===== src/hw/rtl/asp_pkg.sv =====
// ----------------------------------------------------------------------------
// Actuator safety supervisor package
// Item, result and configuration types, command codes, register indexes and
// reset values shared by the supervisor modules.
// ----------------------------------------------------------------------------
package asp_pkg;

  localparam int unsigned CfgIndexWidth = 3;
  localparam int unsigned CfgDataWidth  = 24;

  typedef enum logic [1:0] {
    CMD_TICK     = 2'd0,
    CMD_SET      = 2'd1,
    CMD_STOP     = 2'd2,
    CMD_PRESENCE = 2'd3
  } cmd_t;

  localparam logic [CfgIndexWidth-1:0] REG_LEASE_DEFAULT    = 3'd0;
  localparam logic [CfgIndexWidth-1:0] REG_PRESENCE_TIMEOUT = 3'd1;
  localparam logic [CfgIndexWidth-1:0] REG_PING_INTERVAL    = 3'd2;
  localparam logic [CfgIndexWidth-1:0] REG_RUN_LIMIT        = 3'd3;
  localparam logic [CfgIndexWidth-1:0] REG_REARM_GAP        = 3'd4;

  localparam logic [15:0] LEASE_DEFAULT_RESET    = 16'd500;
  localparam logic [19:0] PRESENCE_TIMEOUT_RESET = 20'd3000;
  localparam logic [19:0] PING_INTERVAL_RESET    = 20'd1500;
  localparam logic [23:0] RUN_LIMIT_RESET        = 24'd60000;
  localparam logic [19:0] REARM_GAP_RESET        = 20'd2000;

  localparam logic [15:0] SAT16 = 16'hFFFF;

  typedef struct packed {
    logic [1:0]  cmd;
    logic [31:0] now_ms;
    logic        ssr_write;
    logic        ssr_value;
    logic        dimmer_write;
    logic [7:0]  dimmer_value;
    logic [15:0] ttl_ms;
  } asp_in_t;

  typedef struct packed {
    logic        ssr_on;
    logic [7:0]  dimmer_level;
    logic        locked_out;
    logic        peer_lost;
    logic [15:0] lease_left_ms;
    logic [15:0] run_time_ms;
    logic        ev_lease_expired;
    logic        ev_presence_lost;
    logic        ev_ping_request;
    logic        ev_lockout;
    logic        ev_refused;
  } asp_out_t;

  typedef struct packed {
    logic [15:0] lease_default_ms;
    logic [19:0] presence_timeout_ms;
    logic [19:0] ping_interval_ms;
    logic [23:0] run_limit_ms;
    logic [19:0] rearm_gap_ms;
  } asp_cfg_t;

  function automatic logic [15:0] sat16(input logic [31:0] v);
    sat16 = (v[31:16] != 16'd0) ? SAT16 : v[15:0];
  endfunction

endpackage


===== src/hw/rtl/asp_cfg.sv =====
// ----------------------------------------------------------------------------
// Supervisor configuration registers
// Holds the five timing limits, written through a plain indexed write port.
// ----------------------------------------------------------------------------
module asp_cfg (
  input  logic                                 clk,
  input  logic                                 rst,
  input  logic                                 cfg_we,
  input  logic [asp_pkg::CfgIndexWidth-1:0]    cfg_index,
  input  logic [asp_pkg::CfgDataWidth-1:0]     cfg_data,
  output asp_pkg::asp_cfg_t                    cfg
);
  import asp_pkg::*;

  always_ff @(posedge clk) begin
    if (rst) begin
      cfg.lease_default_ms    <= LEASE_DEFAULT_RESET;
      cfg.presence_timeout_ms <= PRESENCE_TIMEOUT_RESET;
      cfg.ping_interval_ms    <= PING_INTERVAL_RESET;
      cfg.run_limit_ms        <= RUN_LIMIT_RESET;
      cfg.rearm_gap_ms        <= REARM_GAP_RESET;
    end else if (cfg_we) begin
      unique case (cfg_index)
        REG_LEASE_DEFAULT:    cfg.lease_default_ms    <= cfg_data[15:0];
        REG_PRESENCE_TIMEOUT: cfg.presence_timeout_ms <= cfg_data[19:0];
        REG_PING_INTERVAL:    cfg.ping_interval_ms    <= cfg_data[19:0];
        REG_RUN_LIMIT:        cfg.run_limit_ms        <= cfg_data[23:0];
        REG_REARM_GAP:        cfg.rearm_gap_ms        <= cfg_data[19:0];
        default: ;
      endcase
    end
  end

endmodule


===== src/hw/rtl/asp_core.sv =====
// ----------------------------------------------------------------------------
// Supervisor decision logic
// Holds the supervisor state and computes one result per item combinationally.
// ----------------------------------------------------------------------------
module asp_core (
  input  logic              clk,
  input  logic              rst,
  input  logic              fire,
  input  asp_pkg::asp_in_t  item,
  input  asp_pkg::asp_cfg_t cfg,
  output asp_pkg::asp_out_t res
);
  import asp_pkg::*;

  logic        switch_level, switch_level_next;
  logic [7:0]  dim_level, dim_level_next;
  logic        lease_armed, lease_armed_next;
  logic [31:0] lease_deadline, lease_deadline_next;
  logic        run_valid, run_valid_next;
  logic [31:0] run_start, run_start_next;
  logic        off_valid, off_valid_next;
  logic [31:0] off_start, off_start_next;
  logic        heard_valid, heard_valid_next;
  logic [31:0] last_heard, last_heard_next;
  logic        lost_flag, lost_flag_next;
  logic        ping_valid, ping_valid_next;
  logic [31:0] last_ping, last_ping_next;
  logic        lockout_flag, lockout_flag_next;

  always_comb begin
    logic [31:0] now;
    logic [31:0] ttl;
    logic [31:0] d_old;
    logic [31:0] d_new;
    logic [31:0] off_age;
    logic        ev_lease, ev_lost, ev_ping, ev_lock, ev_ref;

    now      = item.now_ms;
    ttl      = '0;
    ev_lease = 1'b0;
    ev_lost  = 1'b0;
    ev_ping  = 1'b0;
    ev_lock  = 1'b0;
    ev_ref   = 1'b0;
    d_old    = lease_deadline - now;
    off_age  = now - off_start;

    switch_level_next   = switch_level;
    dim_level_next      = dim_level;
    lease_armed_next    = lease_armed;
    lease_deadline_next = lease_deadline;
    run_valid_next      = run_valid;
    run_start_next      = run_start;
    off_valid_next      = off_valid;
    off_start_next      = off_start;
    heard_valid_next    = heard_valid;
    last_heard_next     = last_heard;
    lost_flag_next      = lost_flag;
    ping_valid_next     = ping_valid;
    last_ping_next      = last_ping;
    lockout_flag_next   = lockout_flag;

    unique case (item.cmd)
      CMD_SET: begin
        if (lockout_flag) begin
          ev_ref = 1'b1;
        end else begin
          if (item.ssr_write) begin
            switch_level_next = item.ssr_value;
          end
          if (item.dimmer_write) begin
            dim_level_next = item.dimmer_value;
          end
          ttl = (item.ttl_ms == 16'd0) ? {16'd0, cfg.lease_default_ms}
                                       : {16'd0, item.ttl_ms};
          lease_deadline_next = now + ttl;
          lease_armed_next    = 1'b1;
        end
      end
      CMD_STOP: begin
        switch_level_next = 1'b0;
        dim_level_next    = 8'd0;
        lease_armed_next  = 1'b0;
      end
      CMD_PRESENCE: begin
        heard_valid_next = 1'b1;
        last_heard_next  = now;
        lost_flag_next   = 1'b0;
      end
      default: begin
        if (lease_armed && ((d_old == 32'd0) || d_old[31])) begin
          if (!switch_level && (dim_level == 8'd0)) begin
            lease_armed_next = 1'b0;
          end else begin
            switch_level_next = 1'b0;
            dim_level_next    = 8'd0;
            lease_armed_next  = 1'b0;
            ev_lease          = 1'b1;
          end
        end
        if (!heard_valid || ((now - last_heard) > {12'd0, cfg.presence_timeout_ms})) begin
          if (!lost_flag) begin
            lost_flag_next    = 1'b1;
            switch_level_next = 1'b0;
            dim_level_next    = 8'd0;
            lease_armed_next  = 1'b0;
            ev_lost           = 1'b1;
          end
          if (!ping_valid || ((now - last_ping) > {12'd0, cfg.ping_interval_ms})) begin
            ping_valid_next = 1'b1;
            last_ping_next  = now;
            ev_ping         = 1'b1;
          end
        end
        if (switch_level_next || (dim_level_next != 8'd0)) begin
          if ((off_valid && (off_age >= {12'd0, cfg.rearm_gap_ms})) || !run_valid) begin
            run_start_next = now;
            run_valid_next = 1'b1;
          end
          off_valid_next = 1'b0;
          if (!lockout_flag && ((now - run_start_next) > {8'd0, cfg.run_limit_ms})) begin
            lockout_flag_next = 1'b1;
            switch_level_next = 1'b0;
            dim_level_next    = 8'd0;
            lease_armed_next  = 1'b0;
            ev_lock           = 1'b1;
          end
        end else begin
          if (!off_valid) begin
            off_valid_next = 1'b1;
            off_start_next = now;
          end else if (off_age >= {12'd0, cfg.rearm_gap_ms}) begin
            run_valid_next = 1'b0;
          end
        end
      end
    endcase

    d_new = lease_deadline_next - now;

    res.ssr_on           = switch_level_next;
    res.dimmer_level     = dim_level_next;
    res.locked_out       = lockout_flag_next;
    res.peer_lost        = lost_flag_next;
    res.lease_left_ms    = (lease_armed_next && (d_new != 32'd0) && !d_new[31])
                           ? sat16(d_new) : 16'd0;
    res.run_time_ms      = run_valid_next ? sat16(now - run_start_next) : 16'd0;
    res.ev_lease_expired = ev_lease;
    res.ev_presence_lost = ev_lost;
    res.ev_ping_request  = ev_ping;
    res.ev_lockout       = ev_lock;
    res.ev_refused       = ev_ref;
  end

  always_ff @(posedge clk) begin
    if (rst) begin
      switch_level   <= 1'b0;
      dim_level      <= 8'd0;
      lease_armed    <= 1'b0;
      lease_deadline <= 32'd0;
      run_valid      <= 1'b0;
      run_start      <= 32'd0;
      off_valid      <= 1'b0;
      off_start      <= 32'd0;
      heard_valid    <= 1'b0;
      last_heard     <= 32'd0;
      lost_flag      <= 1'b1;
      ping_valid     <= 1'b0;
      last_ping      <= 32'd0;
      lockout_flag   <= 1'b0;
    end else if (fire) begin
      switch_level   <= switch_level_next;
      dim_level      <= dim_level_next;
      lease_armed    <= lease_armed_next;
      lease_deadline <= lease_deadline_next;
      run_valid      <= run_valid_next;
      run_start      <= run_start_next;
      off_valid      <= off_valid_next;
      off_start      <= off_start_next;
      heard_valid    <= heard_valid_next;
      last_heard     <= last_heard_next;
      lost_flag      <= lost_flag_next;
      ping_valid     <= ping_valid_next;
      last_ping      <= last_ping_next;
      lockout_flag   <= lockout_flag_next;
    end
  end

endmodule


===== src/hw/rtl/actuator_safety_supervisor.sv =====
// ----------------------------------------------------------------------------
// Actuator safety supervisor
// Guards a switch output and a dimmer output with leases, peer presence
// monitoring and a sticky continuous-run lockout.
// ----------------------------------------------------------------------------
// Each input item carries a command (tick, set, stop, presence heard) and a
// millisecond timestamp. Items enter on the in_valid/in_ready channel and each
// produces exactly one result on the out_valid/out_ready channel, holding the
// output levels, status and the events raised by that item.
// An accepted item lands in an input register; when it advances, the decision
// logic updates the supervisor state and loads the result register, raising
// out_valid. One item is taken per cycle as
// long as the receiver keeps up.
// When the receiver stalls, the result register holds its item and the input
// register holds one more; in_ready then drops until a result is taken.
// The timing limits are written through cfg_we, cfg_index and cfg_data by the
// user only while the block is idle, unenforced; unused indexes are ignored.
// Reset clears the lockout, turns both outputs off, marks the peer lost with a
// ping due, and restores the default timing limits.
// ----------------------------------------------------------------------------
module actuator_safety_supervisor (
  input  logic                              clk,
  input  logic                              rst,
  input  logic                              in_valid,
  output logic                              in_ready,
  input  asp_pkg::asp_in_t                  in_data,
  output logic                              out_valid,
  input  logic                              out_ready,
  output asp_pkg::asp_out_t                 out_data,
  input  logic                              cfg_we,
  input  logic [asp_pkg::CfgIndexWidth-1:0] cfg_index,
  input  logic [asp_pkg::CfgDataWidth-1:0]  cfg_data
);
  import asp_pkg::*;

  asp_cfg_t cfg;
  asp_in_t  in_q;
  logic     in_valid_q;
  asp_out_t res;
  logic     advance;

  assign advance  = in_valid_q && (!out_valid || out_ready);
  assign in_ready = !in_valid_q || advance;

  asp_cfg u_cfg (
    .clk       (clk),
    .rst       (rst),
    .cfg_we    (cfg_we),
    .cfg_index (cfg_index),
    .cfg_data  (cfg_data),
    .cfg       (cfg)
  );

  asp_core u_core (
    .clk  (clk),
    .rst  (rst),
    .fire (advance),
    .item (in_q),
    .cfg  (cfg),
    .res  (res)
  );

  always_ff @(posedge clk) begin
    if (rst) begin
      in_valid_q <= 1'b0;
      out_valid  <= 1'b0;
    end else begin
      if (in_ready) begin
        in_valid_q <= in_valid;
      end
      if (advance) begin
        out_valid <= 1'b1;
      end else if (out_ready) begin
        out_valid <= 1'b0;
      end
    end
  end

  always_ff @(posedge clk) begin
    if (in_ready && in_valid) begin
      in_q <= in_data;
    end
    if (advance) begin
      out_data <= res;
    end
  end

endmodule

===== config.mk =====
export PLATFORM = sky130hd
export DESIGN_NAME = actuator_safety_supervisor
export DESIGN_NICKNAME = d
export VERILOG_FILES = /design/src/hw/rtl/asp_pkg.sv /design/src/hw/rtl/asp_cfg.sv /design/src/hw/rtl/asp_core.sv /design/src/hw/rtl/actuator_safety_supervisor.sv
export SDC_FILE = /design/constraint.sdc
export NUM_CORES = 1
export LEC_CHECK = 0
export BUFFER_PORTS_ARGS = -buffer_cell sky130_fd_sc_hd__buf_2
export CAP_MARGIN = 20
export CORE_MARGIN = 5
export CORE_UTILIZATION = 40
export CTS_CLUSTER_SIZE = 25
export DETAILED_ROUTE_END_ITERATION = 8
export GPL_ROUTABILITY_DRIVEN = 0
export PLACE_DENSITY = 0.66
export SYNTH_ARGS = -nofsm -noshare
export SYNTH_HDL_FRONTEND = slang
export SYNTH_SLANG_ARGS = --single-unit

===== constraint.sdc =====
create_clock -name clk -period 27.5 [get_ports clk]
set_clock_uncertainty 0.15 [all_clocks]
set_input_delay 5.5 -clock clk [delete_from_list [all_inputs] [get_ports clk]]
set_output_delay 5.5 -clock clk [all_outputs]
set_load 0.01 [all_outputs]

After elaboration in Yosys (flattened, before gate mapping):

Cells that the tools add are included.

* bits in registers: 387
* word-level logic and storage cells: 164

* add/subtract/negate cells: 8
* $lt $le $gt $ge: 4
* eq/ne operators: 7
* muxes and demuxes: 55
* bitwise logic cells: 5
* reduce and logical (&&, ||, !) cells: 46

Operator list (count)
* 32-bit two-way mux: 7
* 32-bit subtractor: 7
* 8-bit two-way mux: 9
* 32-bit by 20-bit greater-than comparator with 1-bit output: 2
* 16-bit two-way mux: 3
* 32-bit adder: 1
* 32-bit by 20-bit greater-or-equal comparator with 1-bit output: 1
* 32-bit by 24-bit greater-than comparator with 1-bit output: 1
* 32-bit logical NOT: 1
* 1-bit two-way mux: 32
* 16-bit nonzero test: 2
* 32-bit nonzero test: 1
* 8-bit one-hot mux with 3 select lines: 1
* 16-bit logical NOT: 1
* 2-bit AND reduction: 7
* 4-bit OR reduction: 3
* 1-bit logical AND: 8
* 1-bit logical NOT: 8
* 8-bit logical NOT: 1
* 4-bit AND reduction: 2
* 8-bit nonzero test: 1
* 1-bit logical OR: 7
* 3-bit by 2-bit == test with 1-bit output, second input constant: 2
* 1-bit one-hot mux with 3 select lines: 2
* other kinds (10): 15

Longest topological paths before layout:

* depth in word-level cells: 20
* depth in mapped cells: 53
* depth with buffers taken out: 50

Hierarchy:

From an unflattened synthesis, not the netlist that was laid out.

* cell total of the unflattened synthesis: 3673
* area, all modules: 30325.3 um2

Modules (own cells, without submodules)
* asp_core: instances 1, cells an instance 3180, area each 22962.0 um2
* asp_cfg: instances 1, cells an instance 374, area each 3986.3 um2
* actuator_safety_supervisor: instances 1, cells an instance 119, area each 3377.0 um2

Least setup slack after synthesis:

OpenSTA, ideal clock, no wires.

* kind: input to output
* from: input out_ready
* to: output in_ready
* arrival time: 5.797 ns
* required time: 21.850 ns
* path slack: 16.053 ns
* stages: 2
* cells stage by stage: nor2b_1 -> nand2_1

* word-level cells in the longest chain between the ends: 3

Ends and longest elaborated chain
* start: declaration: line actuator_safety_supervisor.sv:28 `input logic out_ready,`
* 1-bit logical OR: line actuator_safety_supervisor.sv:42 `assign advance = in_valid_q && (!out_valid || out_ready);`
* 1-bit logical AND: line actuator_safety_supervisor.sv:42
* 1-bit logical OR: line actuator_safety_supervisor.sv:43 `assign in_ready = !in_valid_q || advance;`
* end: declaration: line actuator_safety_supervisor.sv:25 `output logic in_ready,`

Every way passes these cells.

Worst setup path after layout:

* from: register in_q[32] in the netlist's numbering
* to: register out_data[23] in the netlist's numbering, data pin

* word-level cells in the longest chain between the ends: 15

Ends and longest elaborated chain
* start: declaration: line actuator_safety_supervisor.sv:37 `asp_in_t in_q;`
* start signal: assignment: line actuator_safety_supervisor.sv:81 `in_q <= in_data;`
* 32-bit subtractor: line asp_core.sv:46 `off_age = now - off_start;`
* 32-bit by 20-bit greater-or-equal comparator with 1-bit output: line asp_core.sv:116 `if ((off_valid && (off_age >= {12'd0, cfg.rearm_gap_ms})) || !run_valid) begin`
* 1-bit logical AND: line asp_core.sv:116
* 1-bit logical OR: line asp_core.sv:116
* 32-bit two-way mux: line asp_core.sv:116
* 32-bit two-way mux: line asp_core.sv:115 `if (switch_level_next || (dim_level_next != 8'd0)) begin`
* 32-bit two-way mux: line asp_core.sv:63 `unique case (item.cmd)`
* 32-bit subtractor: line asp_core.sv:121 `if (!lockout_flag && ((now - run_start_next) > {8'd0, cfg.run_limit_ms})) begin`
* 32-bit by 24-bit greater-than comparator with 1-bit output: line asp_core.sv:121
* 1-bit logical AND: line asp_core.sv:121
* 1-bit two-way mux: line asp_core.sv:121
* 1-bit two-way mux: line asp_core.sv:115
* 1-bit one-hot mux with 3 select lines: line asp_core.sv:63
* 1-bit logical AND (2 in series): line asp_core.sv:145 `res.lease_left_ms = (lease_armed_next && (d_new != 32'd0) && !d_new[31])`
* end signal: assignment: line actuator_safety_supervisor.sv:84 `out_data <= res;`
* end: declaration: line actuator_safety_supervisor.sv:29 `output asp_pkg::asp_out_t out_data,`

Parallel ways exist; a longest one is shown, timed or not. The select of a mux whose other input is x is not followed.
A chain may end at the register's enable or synchronous reset.

==> impl_metrics.yaml <==
run_status:
  outcome: "complete, no violations"
synthesis:
  yosys.area_share.simple_pct: 20.7
  muxShareOfSynthArea_pct: 2.64
  synth_cell_types: 89
  synth_fa_ha_area_share_pct: 13.5
  netlist_instances: 3901
  synth_common_cells: "nand2_1, a21oi_1, ha_1, inv_1, dfxtp_1"
  synth_area_um2: 30500
  synth_top_family_by_area: "compound AO/OA/AOI/OAI gates"
  yosys_warnings: 0
  syn_avg_cell_area_um2: 7.83
  async_reset_ff_share_pct: 0
  synthesis.nets: 4320
  seq_area_frac_synth_pct: 29.0
  synthFlopType: "dfxtp_1"
  yosysTopAreaCell: "dfxtp_1"
  synth-xor-area-share_pct: 4.50
  ys_ff_latch: 387
  synth_compound_area_share_pct: 23.6
  yosysMostFrequentCell: "nand2_1"
  synth_edf_count: 109
  synth_top_area_share_pct: 18.2
  synth.area.top_cells: "dfxtp_1, ha_1, edfxtp_1"
clocking:
  cts_max_level: 2
  cts_resized: 0
  post_cts_buffers: 0
  insertion_delay_ns: 0.60
  hold_buffers: 0
  clockRootBuffer: "clkbuf_16"
  cts_buffers: 45
  path_clk_slew_ns: 0.06
  clockBufferDepth: 3
  cts_tree: "done"
  clock-sinks: 387
sta:
  setup_viol: 0
  fin_crit_sh_pct: 43.8
  maxSlewViolCount: 0
  hold_slack_ns: 0.304
  hold_viol_final: 0
  worst_pin_slew_ns: 1.14
  worst_slack_ns: 15.46
  rsz0062_at_grt: "false"
  max_freq_ghz: 0.0830
  maxSlewHeadroom_pct: 23.9
  fin_crit_ns: 12.04
  finalSetupTns_ns: 0
cells_and_area:
  antenna_cells: 0
  final_area_um2: 33900
  drive_gt1_share_pct: 8.22
  fin_cells: 4992
  fill_cells: 7607
  final_net_count: 4397
  area_delta_synth_final_pct: 11.1
placed_design:
  port_buffers: 142
  place_inst: 4905
  hpwl_um: 73600
  placed_cell_area_um2: 32300
  preCtsSetupSlack_ns: 15.72
critical_path:
  cp.required_ns: 27.74
  worstSetupPathType: "flip-flop to flip-flop"
  cpPeakStageDelay_ns: 0.76
  crit_arrival_ns: 12.29
  cp-end-kind: "flip-flop"
  crit_fanout: 34
  cp_slowest_cell: "edfxtp_1"
  start_kind: "flip-flop"
floorplanning:
  coreArea_um2: 75800
  rows: 101
  initial_core_util_pct: 40.3
  die_x_um: 286
  ios: 143
  design.die.area_um2: 81900
  die_y_um: 286
worst_hold_path:
  hold_path_class: "flip-flop to flip-flop"
drt:
  drcViolationCount: 0
  ant_nets: 0
  dr.pass1.iters: 6
  wl_per_cell_um: 19.9
  route.final.wire_length_um: 99600
  drtIter0Drc: 2565
  vias_per_cell: 5.84
  num_vias: 29200
power_and_ir_drop:
  powerDensity_nw_per_um2: 51.3
  leakagePower_nw: 13.9
  vdd_drop_max_mv: 0.0447
global_routing:
  track_usage_pct: 23.2
  antenna_found_initial: 1
  grt_pass1_vias: 26800
  grt_overflow: 0
  grt_pass1_wl_um: 153000
  grt_max_degree: 146
job:
  cap_violations: 0
-- through the flow --
step | power, W | utilization, %
detailed placement | 0.00109 | 42.6
global route | 0.00182 | 44.7
global placement | 0.00109 | 42.5
floorplan | 0.000960 | -
finish | 0.00174 | 44.7
CTS | 0.00174 | 44.7
-- layout make-up --
class	count	area, um2	area share [%]
clock buffer	65	1400	4.13
clock inverter	18	188	0.553
inverter	318	1190	3.52
multi-input combinational	3028	19900	58.7
sequential	387	8840	26.1
tap	978	1220	3.61
timing repair buffer	198	1170	3.45
-- flip-flops by register name (all words and copies together), names as in the netlist --
name,flops
u_core.lockout_flag,1
in_q,61
u_core.run_valid,1
u_core.lost_flag,1
u_core.run_start,32
u_core.heard_valid,1
u_core.last_heard,32
u_core.switch_level,1
in_valid_q,1
out_valid,1
out_data,48
u_core.off_valid,1
u_cfg.cfg,100
u_core.ping_valid,1
u_core.lease_deadline,32
u_core.off_start,32
u_core.dim_level,8
u_core.last_ping,32
u_core.lease_armed,1
-- logic make-up after synthesis --
kind of cell               count (synthesis)
AOI/OAI and AO/OA                       1147
xor gates and xnor gates                 157
adders and majority gates                326
buffers and inverters                    486
DFF                                      387
muxes                                     80
and+or+nand+nor                         1318
-- layer usage --
metal | global-route usage [%] | part of all wire, % | up-vias
met1 | 32.2 | 45 | 13800
li1 | - | - | 14100
met3 | 3.51 | 7.7 | 164
met4 | 7.42 | 3.4 | 0
met5 | 0 | 0 | -
met2 | 37.2 | 44 | 1082
-- final timing paths --
path,depth (start not counted),slack [ns],end,from
worst max-delay path,51,15.46,out_data[23],in_q[32]
worst min-delay path,2,0.30,u_core.last_ping[18],u_core.last_ping[18]
worst max register to register,51,15.46,out_data[23],in_q[32]
worst min register to register,2,0.30,u_core.last_ping[18],u_core.last_ping[18]
-- layout by cell type, fill, tap and decap left out, types with 9 or more instances in the layout --
master | netlist | routed
nand2_1 | 499 | 498
a21oi_1 | 402 | 402
ha_1 | 319 | 319
inv_1 | 318 | 317
dfxtp_1 | 278 | 278
nor2_1 | 258 | 255
o21ai_0 | 243 | 243
buf_2 | 4 | 141
a21o_1 | 130 | 130
edfxtp_1 | 109 | 109
xnor2_1 | 105 | 104
nand3_1 | 104 | 104
nand4_1 | 81 | 81
mux2i_1 | 75 | 75
nand3b_1 | 67 | 67
nor3_1 | 63 | 63
nand2b_1 | 57 | 57
xor2_1 | 52 | 52
a211oi_1 | 52 | 52
clkbuf_16 | 0 | 52
buf_4 | 1 | 50
o21a_1 | 45 | 45
nor2b_1 | 40 | 40
a31oi_1 | 27 | 27
nor4_1 | 26 | 26
o21bai_1 | 26 | 26
and2_1 | 25 | 24
o211ai_1 | 21 | 21
and3_1 | 20 | 20
or2_2 | 17 | 17
o22ai_1 | 17 | 17
or3_1 | 17 | 17
a311oi_1 | 17 | 17
o2111ai_1 | 16 | 15
a211o_1 | 16 | 15
a21boi_0 | 14 | 14
o31ai_1 | 13 | 13
or4_1 | 11 | 11
a2111oi_0 | 11 | 10
and4_1 | 9 | 9
-- critical path, delay by kind of cell (launching register included) --
family          cells  cell delay [ns]
flops               1             0.76
simple gates       11             2.73
compound gates     30             5.77
fa+ha+maj           5             1.35
xor+xnor            2             0.26
buf+inv             3             0.80
-- power breakdown --
group	switching [W]	internal (W)	total, W
logic	0.000293	0.000180	0.000473
registers	0.0000115	0.000607	0.000618
clock network	0.000265	0.000384	0.000649
total	0.000570	0.00117	0.00174
(Power assumes the default switching activity.)
